[src/srall_pkg.sv]
// Shared types and constants for the streaming substring replace block.
`default_nettype none

package srall_pkg;

  localparam int BYTE_W = 8;
  localparam int REG_W = 64;
  localparam int LEN_W = 5;
  localparam int REG_IDX_W = 3;
  localparam int MAX_PATTERN_DEF = 16;
  localparam int MAX_REPLACEMENT_DEF = 16;

  typedef enum logic [REG_IDX_W-1:0] {
    REG_PAT_LO,
    REG_PAT_HI,
    REG_PAT_LEN,
    REG_REP_LO,
    REG_REP_HI,
    REG_REP_LEN,
    REG_SPARE_6,
    REG_SPARE_7
  } reg_index_t;

  typedef struct packed {
    logic shift;
    logic load;
  } cell_ctrl_t;

endpackage

`default_nettype wire

[src/substring_replace_all.sv]
// Top level of the streaming substring replace block.
`default_nettype none

// Replaces every leftmost, non-overlapping occurrence of a configured pattern
// (up to MAX_PATTERN bytes) in a byte stream with a configured replacement
// (up to MAX_REPLACEMENT bytes). Bytes are held in a row of cells until a full
// pattern length is present. A word that completes a window is compared; on a
// match the replacement bytes are sent, else the oldest byte is sent and the
// window shifts. The final word of a string flushes each byte still held in
// the window. With an empty pattern every word passes straight through. The
// single sequencer drives one output register, at most one result word per
// cycle while the output is not stalled, and takes no new input word until it
// is idle again. Configuration is to be written only while the block is idle;
// the block itself does not enforce this. Writing the pattern length empties
// the window.
module substring_replace_all #(
  parameter int MAX_PATTERN = srall_pkg::MAX_PATTERN_DEF,
  parameter int MAX_REPLACEMENT = srall_pkg::MAX_REPLACEMENT_DEF
) (
  input  wire logic                               clk,
  input  wire logic                               rst,
  input  wire logic                               wr_en,
  input  wire logic [srall_pkg::REG_IDX_W-1:0]    wr_index,
  input  wire logic [srall_pkg::REG_W-1:0]        wr_data,
  input  wire logic                               in_valid,
  output logic                                    in_stall,
  input  wire logic [srall_pkg::BYTE_W-1:0]       in_byte,
  input  wire logic                               end_in,
  output logic                                    out_valid,
  input  wire logic                               out_stall,
  output logic      [srall_pkg::BYTE_W-1:0]       out_byte,
  output logic                                    byte_valid,
  output logic                                    end_out
);

  localparam int BW = srall_pkg::BYTE_W;
  localparam int LW = srall_pkg::LEN_W;
  localparam int CNT_W = $clog2(MAX_PATTERN + 1);
  localparam int RIDX_W = (MAX_REPLACEMENT > 1) ? $clog2(MAX_REPLACEMENT) : 1;

  typedef enum logic [1:0] {
    S_IDLE,
    S_CMP,
    S_REPL,
    S_FLUSH
  } state_t;

  logic [srall_pkg::REG_W-1:0] pattern_low;
  logic [srall_pkg::REG_W-1:0] pattern_high;
  logic [LW-1:0]               pattern_length;
  logic [srall_pkg::REG_W-1:0] replacement_low;
  logic [srall_pkg::REG_W-1:0] replacement_high;
  logic [LW-1:0]               replacement_length;

  state_t            state;
  logic [CNT_W-1:0]  count;
  logic [RIDX_W-1:0] ridx;
  logic              end_flag;

  logic [2*srall_pkg::REG_W-1:0] pat_word;
  logic [2*srall_pkg::REG_W-1:0] rep_word;
  logic [LW-1:0]     plen;
  logic [LW-1:0]     rlen;
  logic              can_emit;
  logic              accept;
  logic [CNT_W-1:0]  idx;
  logic [CNT_W-1:0]  new_count;
  logic              match;
  logic              repl_last;
  logic              emit;
  logic [BW-1:0]     emit_byte;
  logic              emit_bv;
  logic              emit_end;
  logic              shift;
  logic              load;

  logic [BW-1:0]          cell_data [MAX_PATTERN];
  logic [MAX_PATTERN-1:0] cell_eq;
  logic [MAX_PATTERN-1:0] cell_off;

  assign pat_word = {pattern_high, pattern_low};
  assign rep_word = {replacement_high, replacement_low};
  assign plen = (pattern_length > LW'(MAX_PATTERN)) ? LW'(MAX_PATTERN) : pattern_length;
  assign rlen = (replacement_length > LW'(MAX_REPLACEMENT)) ?
                LW'(MAX_REPLACEMENT) : replacement_length;

  assign can_emit = !out_valid || !out_stall;
  assign in_stall = !((state == S_IDLE) && can_emit);
  assign accept = in_valid && !in_stall;
  assign idx = (LW'(count) >= plen) ? '0 : count;
  assign new_count = idx + CNT_W'(1);
  assign match = &(cell_eq | cell_off);
  assign repl_last = (LW'(ridx) == (rlen - LW'(1)));

  for (genvar k = 0; k < MAX_PATTERN; k++) begin : g_cell
    srall_pkg::cell_ctrl_t ctrl;
    logic [BW-1:0] right_byte;

    assign ctrl.shift = shift;
    assign ctrl.load = load && (idx == CNT_W'(k));
    assign cell_off[k] = (LW'(k) >= plen);

    if (k == MAX_PATTERN - 1) begin : g_last
      assign right_byte = '0;
    end else begin : g_mid
      assign right_byte = cell_data[k+1];
    end

    srall_cell u_cell (
      .clk        (clk),
      .ctrl       (ctrl),
      .load_byte  (in_byte),
      .right_byte (right_byte),
      .pat_byte   (pat_word[BW*k +: BW]),
      .data       (cell_data[k]),
      .eq         (cell_eq[k])
    );
  end

  always_ff @(posedge clk) begin
    if (rst) begin
      pattern_low <= '0;
      pattern_high <= '0;
      pattern_length <= '0;
      replacement_low <= '0;
      replacement_high <= '0;
      replacement_length <= '0;
    end else if (wr_en) begin
      case (wr_index)
        srall_pkg::REG_PAT_LO:  pattern_low <= wr_data;
        srall_pkg::REG_PAT_HI:  pattern_high <= wr_data;
        srall_pkg::REG_PAT_LEN: pattern_length <= wr_data[LW-1:0];
        srall_pkg::REG_REP_LO:  replacement_low <= wr_data;
        srall_pkg::REG_REP_HI:  replacement_high <= wr_data;
        srall_pkg::REG_REP_LEN: replacement_length <= wr_data[LW-1:0];
        default: begin
        end
      endcase
    end
  end

  always_comb begin
    emit = 1'b0;
    emit_byte = '0;
    emit_bv = 1'b1;
    emit_end = 1'b0;
    shift = 1'b0;
    load = 1'b0;
    case (state)
      S_IDLE: begin
        if (accept) begin
          if (plen == '0) begin
            emit = 1'b1;
            emit_byte = in_byte;
            emit_end = end_in;
          end else begin
            load = 1'b1;
          end
        end
      end
      S_CMP: begin
        if (can_emit) begin
          if (match) begin
            if ((rlen == '0) && end_flag) begin
              emit = 1'b1;
              emit_bv = 1'b0;
              emit_end = 1'b1;
            end
          end else begin
            emit = 1'b1;
            emit_byte = cell_data[0];
            emit_end = end_flag && (count == CNT_W'(1));
            shift = 1'b1;
          end
        end
      end
      S_REPL: begin
        if (can_emit) begin
          emit = 1'b1;
          emit_byte = rep_word[BW*ridx +: BW];
          emit_end = end_flag && repl_last;
        end
      end
      S_FLUSH: begin
        if (can_emit) begin
          emit = 1'b1;
          emit_byte = cell_data[0];
          emit_end = (count == CNT_W'(1));
          shift = 1'b1;
        end
      end
      default: begin
      end
    endcase
  end

  always_ff @(posedge clk) begin
    if (rst) begin
      state <= S_IDLE;
      count <= '0;
      ridx <= '0;
      end_flag <= 1'b0;
      out_valid <= 1'b0;
    end else begin
      case (state)
        S_IDLE: begin
          if (accept) begin
            end_flag <= end_in;
            if (plen != '0) begin
              count <= new_count;
              if (LW'(new_count) == plen) begin
                state <= S_CMP;
              end else if (end_in) begin
                state <= S_FLUSH;
              end
            end
          end
        end
        S_CMP: begin
          if (can_emit) begin
            if (match) begin
              count <= '0;
              ridx <= '0;
              state <= (rlen != '0) ? S_REPL : S_IDLE;
            end else begin
              count <= count - CNT_W'(1);
              state <= (end_flag && (count != CNT_W'(1))) ? S_FLUSH : S_IDLE;
            end
          end
        end
        S_REPL: begin
          if (can_emit) begin
            ridx <= ridx + RIDX_W'(1);
            if (repl_last) begin
              state <= S_IDLE;
            end
          end
        end
        S_FLUSH: begin
          if (can_emit) begin
            count <= count - CNT_W'(1);
            if (count == CNT_W'(1)) begin
              state <= S_IDLE;
            end
          end
        end
        default: state <= S_IDLE;
      endcase
      if (wr_en && (wr_index == srall_pkg::REG_PAT_LEN)) begin
        count <= '0;
      end
      if (emit) begin
        out_valid <= 1'b1;
      end else if (!out_stall) begin
        out_valid <= 1'b0;
      end
    end
  end

  always_ff @(posedge clk) begin
    if (emit) begin
      out_byte <= emit_byte;
      byte_valid <= emit_bv;
      end_out <= emit_end;
    end
  end

`ifndef SYNTH
  a_count_in_window: assert property (@(posedge clk) disable iff (rst)
    LW'(count) <= plen)
    else $error("window fill exceeds the pattern length");

  a_flush_nonempty: assert property (@(posedge clk) disable iff (rst)
    (state == S_FLUSH) |-> (count != '0))
    else $error("flush running on an empty window");

  a_end_clears_window: assert property (@(posedge clk) disable iff (rst)
    ((state == S_IDLE) && ($past(state) != S_IDLE) && end_flag) |-> (count == '0))
    else $error("window not empty after the end of a string");
`endif

endmodule

`default_nettype wire

[src/srall_cell.sv]
// One byte cell of the pattern window, with its shift path and pattern compare.
`default_nettype none

module srall_cell (
  input  wire logic                            clk,
  input  wire srall_pkg::cell_ctrl_t           ctrl,
  input  wire logic [srall_pkg::BYTE_W-1:0]    load_byte,
  input  wire logic [srall_pkg::BYTE_W-1:0]    right_byte,
  input  wire logic [srall_pkg::BYTE_W-1:0]    pat_byte,
  output logic      [srall_pkg::BYTE_W-1:0]    data,
  output logic                                 eq
);

  always_ff @(posedge clk) begin
    if (ctrl.shift) begin
      data <= right_byte;
    end else if (ctrl.load) begin
      data <= load_byte;
    end
  end

  assign eq = (data == pat_byte);

endmodule

`default_nettype wire
[config.mk]
export PLATFORM = sky130hd
export DESIGN_NAME = substring_replace_all
export DESIGN_NICKNAME = d
export VERILOG_FILES = /design/src/srall_pkg.sv /design/src/substring_replace_all.sv /design/src/srall_cell.sv
export SDC_FILE = /design/constraint.sdc
export NUM_CORES = 1
export LEC_CHECK = 0
export ABC_AREA = 1
export BUFFER_PORTS_ARGS = -buffer_cell sky130_fd_sc_hd__buf_2
export CORE_MARGIN = 8
export CORE_UTILIZATION = 50
export CTS_CLUSTER_SIZE = 40
export DETAILED_ROUTE_END_ITERATION = 7
export PLACE_DENSITY = 0.67
export SYNTH_ARGS = -nofsm -noshare
export SYNTH_HDL_FRONTEND = slang
export SYNTH_HIERARCHICAL = 1
export SYNTH_SLANG_ARGS = --single-unit
export TNS_END_PERCENT = 30
[constraint.sdc]
create_clock -name clk -period 4.35 [get_ports clk]
set_clock_uncertainty 0.05 [all_clocks]
set_input_delay 0.87 -clock clk [delete_from_list [all_inputs] [get_ports clk]]
set_output_delay 0.87 -clock clk [all_outputs]
set_load 0.05 [all_outputs]
==> key figures <==
Outcome
  – Status: finished, final reports clean

Place
  – Detail Placement HPWL: 46,930 um
  – Number of port buffers: 92
  – GPL Wtd Cong: approximately 0.93
  – DP Worst Slack: around 780 ps

Critical path
  – Worst-path cell chain: nand2_1 -> inv_1 -> nor2_1 -> nor2_1 -> nand2_1 -> nor2_1 -> nand2_1 -> nand2_1 -> o21ai_0 -> o211ai_1 -> nand2_1 -> o21ai_0 -> nand3_4 -> nand2_4 -> nand2_4 -> nand2_1 -> inv_4 -> buf_4 -> inv_2 -> nand2_1 -> nand2_1
  – Worst reg2reg endpoint: g_cell[14].u_cell/data[1]$_DFFE_PP_
  – Crit Path Class: reg -> reg
  – Required time worst endpoint: 4620 ps
  – Largest delay contributor family on the critical path: buffers and inverters
  – Most frequent CP cell: nand2_1
  – FF-to-FF path depth: 21
  – Crit path capture type: flop
  – Worst reg2reg path startpoint: g_cell[5].u_cell/data[5]$_DFFE_PP_
  – CP max-delay cell: inv_4
  – Critical path launch point type: flop
  – Max stage delay on crit path: 640 ps
  – Crit path buffers/inverters: 4
  – Crit path max fanout: 87
  – Reg2Reg Setup Slack: 730 ps
  – Worst path arrival time: 3890 ps

Clocking
  – Clock slew at reported path FFs: 60 ps
  – Cts repair resizes: 0
  – Clock buffer depth: 3
  – H-tree depth: 2
  – Hold buffer count at cts: 0
  – Inserted Clock Buffers: 46
  – Root Buffer: clkbuf_16
  – CTS tree: built
  – CTS Sinks: ~420
  – Later-pin clock latency in the skew report: around 580 ps
  – Post-CTS setup buffer count: 0

Power
  – Leakage: 10.71 nW
  – VDD IR max: 0.3250 mV
  – Power density over the cells: 526.5 mW/mm^2
  – Psw: ~4.2 mW
  – Pint: ~8 mW
  – Sequential share of power: about two fifths
  – Total power: 12.11 mW
  – Comb power frac: roughly 25%
  – Switching share of power: 34.44%
  – Clock share of power: 33.7%

Routing
  – Post-route DRC: 0
  – TritonRoute pass-1 iters: 5
  – Routed WL per cell: 19.04 um
  – Initial DRC count: roughly 2,400
  – DRT Wirelength: 68,690 um
  – DRT antenna net count: 0
  – Via count: 19,360
  – Vias per Instance: 5.366

Timing
  – Final worst slack: 726.6 ps
  – Worst Tran Pin Value: 1052 ps
  – Min Tclk post-route: 3623 ps
  – RSZ-0062 raised after global routing: false
  – Max-slew headroom: between 20% and 30%
  – Slew Limit Fails: 0
  – Final Cycle Share: 83.30%
  – Setup violations, final: 0
  – Max Clk Rate: 276.0 MHz
  – Final Hold Violating Endpoints: 0
  – Setup TNS: 0 ps

Min path
  – Hold Path Stages: 2
  – Hold Crit Start: replacement_low[37]$_SDFFE_PP0P_
  – Worst hold endpoint: replacement_low[37]$_SDFFE_PP0P_
  – HP Class: reg -> reg

Floorplan
  – Core Region: 0.04065 mm^2
  – Die area: 0.04778 mm^2
  – Die Y-Extent: 218.6 um
  – Initial Util: 50.48%
  – Die X: between 200 and 250 um
  – Ports: 93
  – # rows: 74

Cells and area
  – Most common cell after layout, fill and taps aside: nand2_1
  – Diodes inserted: 0
  – Area grow syn2layout: 12.09%
  – Nets: between 3,000 and 4,000
  – Share of post-route cells with drive strength above 1: about 7.5%
  – Most frequent cells in the layout: nand2_1 (813), nor2_1 (654), o21ai_0 (353)

Synth
  – Seq cells post-synth: 417
  – Netlist cell types: 39
  – Yosys warns: 6
  – Synthesized instance count: 2,997
  – Syn avg cell area: 6.846 um^2
  – Sequential element share of the synthesized area: a little under half
  – Synth Cell Area: 0.02052 mm^2

Global routing
  – GRT overflow: 0
  – Tot GR Track Use: around 28%
  – First-pass GRT wire length: between 100,000 and 150,000 um
  – Initial antenna violation count: 0
  – Largest net degree at the start of global routing: 122
  – Vias in the first global route: 17,690

Job
  – # Max-Cap Violations: 0
==> state kept, by name, summed over array words and instances (netlist names), 8 cells and up <==
| register | count |
|---|---|
| g_cell.u_cell/data | 128 |
| out_byte | 8 |
| pattern_high | 64 |
| pattern_low | 64 |
| replacement_high | 64 |
| replacement_low | 64 |
==> cell type report <==
type,count,area (um^2)
clock inverters,13,88.84
multi-input cells,2100,8982
inverters,361,1370
clock buffers,72,1518
fillers,3849,17650
well taps,532,665.6
flip-flops and latches,417,9731
repair buffers,113,643.1
==> cell families (layout without fill, tap and decap cells) <==
logic type,Yosys count,count (layout),synth area share (%)
other,1,8,0.01828
AO/OA/AOI/OAI,524,524,13.14
adder cells (fa/ha/maj),12,12,0.7317
XOR/XNOR,8,8,0.3415
flip-flops,417,417,47.42
buffers and inverters,487,559,9.104
AND/OR/NAND/NOR,1548,1548,29.25
==> through the flow <==
stage | cell area, um^2 | hold WS, ps | util, % | std cells
after floorplan | 20540 | 370.5 | - | 3004
after global placement | 21390 | 379.1 | 52.63 | 3523
after detailed placement | 21390 | 383.8 | 52.63 | 3523
after CTS | 23000 | 393.4 | 56.58 | 3608
after global routing | 23000 | 408.8 | 56.58 | 3608
final | 23000 | 395.4 | 56.58 | 3608
==> power by group through the flow <==
stage | registers [mW] | clock network, mW | logic (mW)
floorplan | 5.14 | 0 | 1.93
global placement | 5.12 | 0 | 2.88
detailed placement | 5.13 | 0 | 2.92
CTS | 5.05 | 4.13 | 2.94
global route | 5.10 | 4.28 | 3.31
finish | 5.06 | 4.09 | 2.96
==> routing by layer <==
layer,share of wire (%),track usage [%],vias to the layer above
li1,-,-,9440
met1,44,39.47,8989
met2,44,43.79,804
met3,8.7,4.479,126
met4,3.1,8.777,0
met5,0,0,-
==> worst min-delay path: stages (launching register included) <==
cell and delay [ps]:
dfxtp_1 310, inv_1 50, a21oi_1 50
==> worst max-delay path by stage <==
| stage | to | cells past startpoint | slack [ps] | startpoint |
|---|---|---|---|---|
| finish | g_cell[14].u_cell/data[1]$_DFFE_PP_ | 21 | 730 | g_cell[5].u_cell/data[5]$_DFFE_PP_ |
| global route | g_cell[14].u_cell/data[4]$_DFFE_PP_ | 21 | 350 | g_cell[5].u_cell/data[5]$_DFFE_PP_ |
| CTS | g_cell[14].u_cell/data[1]$_DFFE_PP_ | 21 | 770 | g_cell[5].u_cell/data[5]$_DFFE_PP_ |
| detailed placement | g_cell[14].u_cell/data[1]$_DFFE_PP_ | 21 | 780 | g_cell[5].u_cell/data[5]$_DFFE_PP_ |
| global placement | g_cell[15].u_cell/data[4]$_DFFE_PP_ | 21 | 850 | g_cell[5].u_cell/data[5]$_DFFE_PP_ |
| floorplan | g_cell[3].u_cell/data[0]$_DFFE_PP_ | 10 | 1560 | out_stall |
==> synthesized netlist by cell type (all sizes together) <==
| cell type | count | area [um^2] |
|---|---|---|
| a21oi | 138 | 694.4 |
| a31oi | 3 | 18.77 |
| and3 | 2 | 12.51 |
| buf | 24 | 122.6 |
| clkbuf | 102 | 382.9 |
| clkinv | 2 | 7.510 |
| conb | 1 | 3.750 |
| dfxtp | 279 | 5585 |
| edfxtp | 138 | 4144 |
| ha | 12 | 150.1 |
| inv | 359 | 1355 |
| nand2 | 817 | 3097 |
| nand3 | 39 | 207.7 |
| nand4 | 4 | 31.28 |
| nor2 | 663 | 2514 |
| nor3 | 4 | 20.02 |
| nor4 | 2 | 12.51 |
| o211a | 1 | 10.01 |
| o211ai | 4 | 30.03 |
| o21ai | 354 | 1772 |
| o221ai | 1 | 8.760 |
| o22ai | 15 | 93.84 |
| o311ai | 7 | 61.31 |
| o31ai | 1 | 7.510 |
| or2 | 17 | 106.4 |
| xnor2 | 1 | 8.760 |
| xor2 | 7 | 61.31 |
No activity file was read; power rests on OpenSTA's default activity.
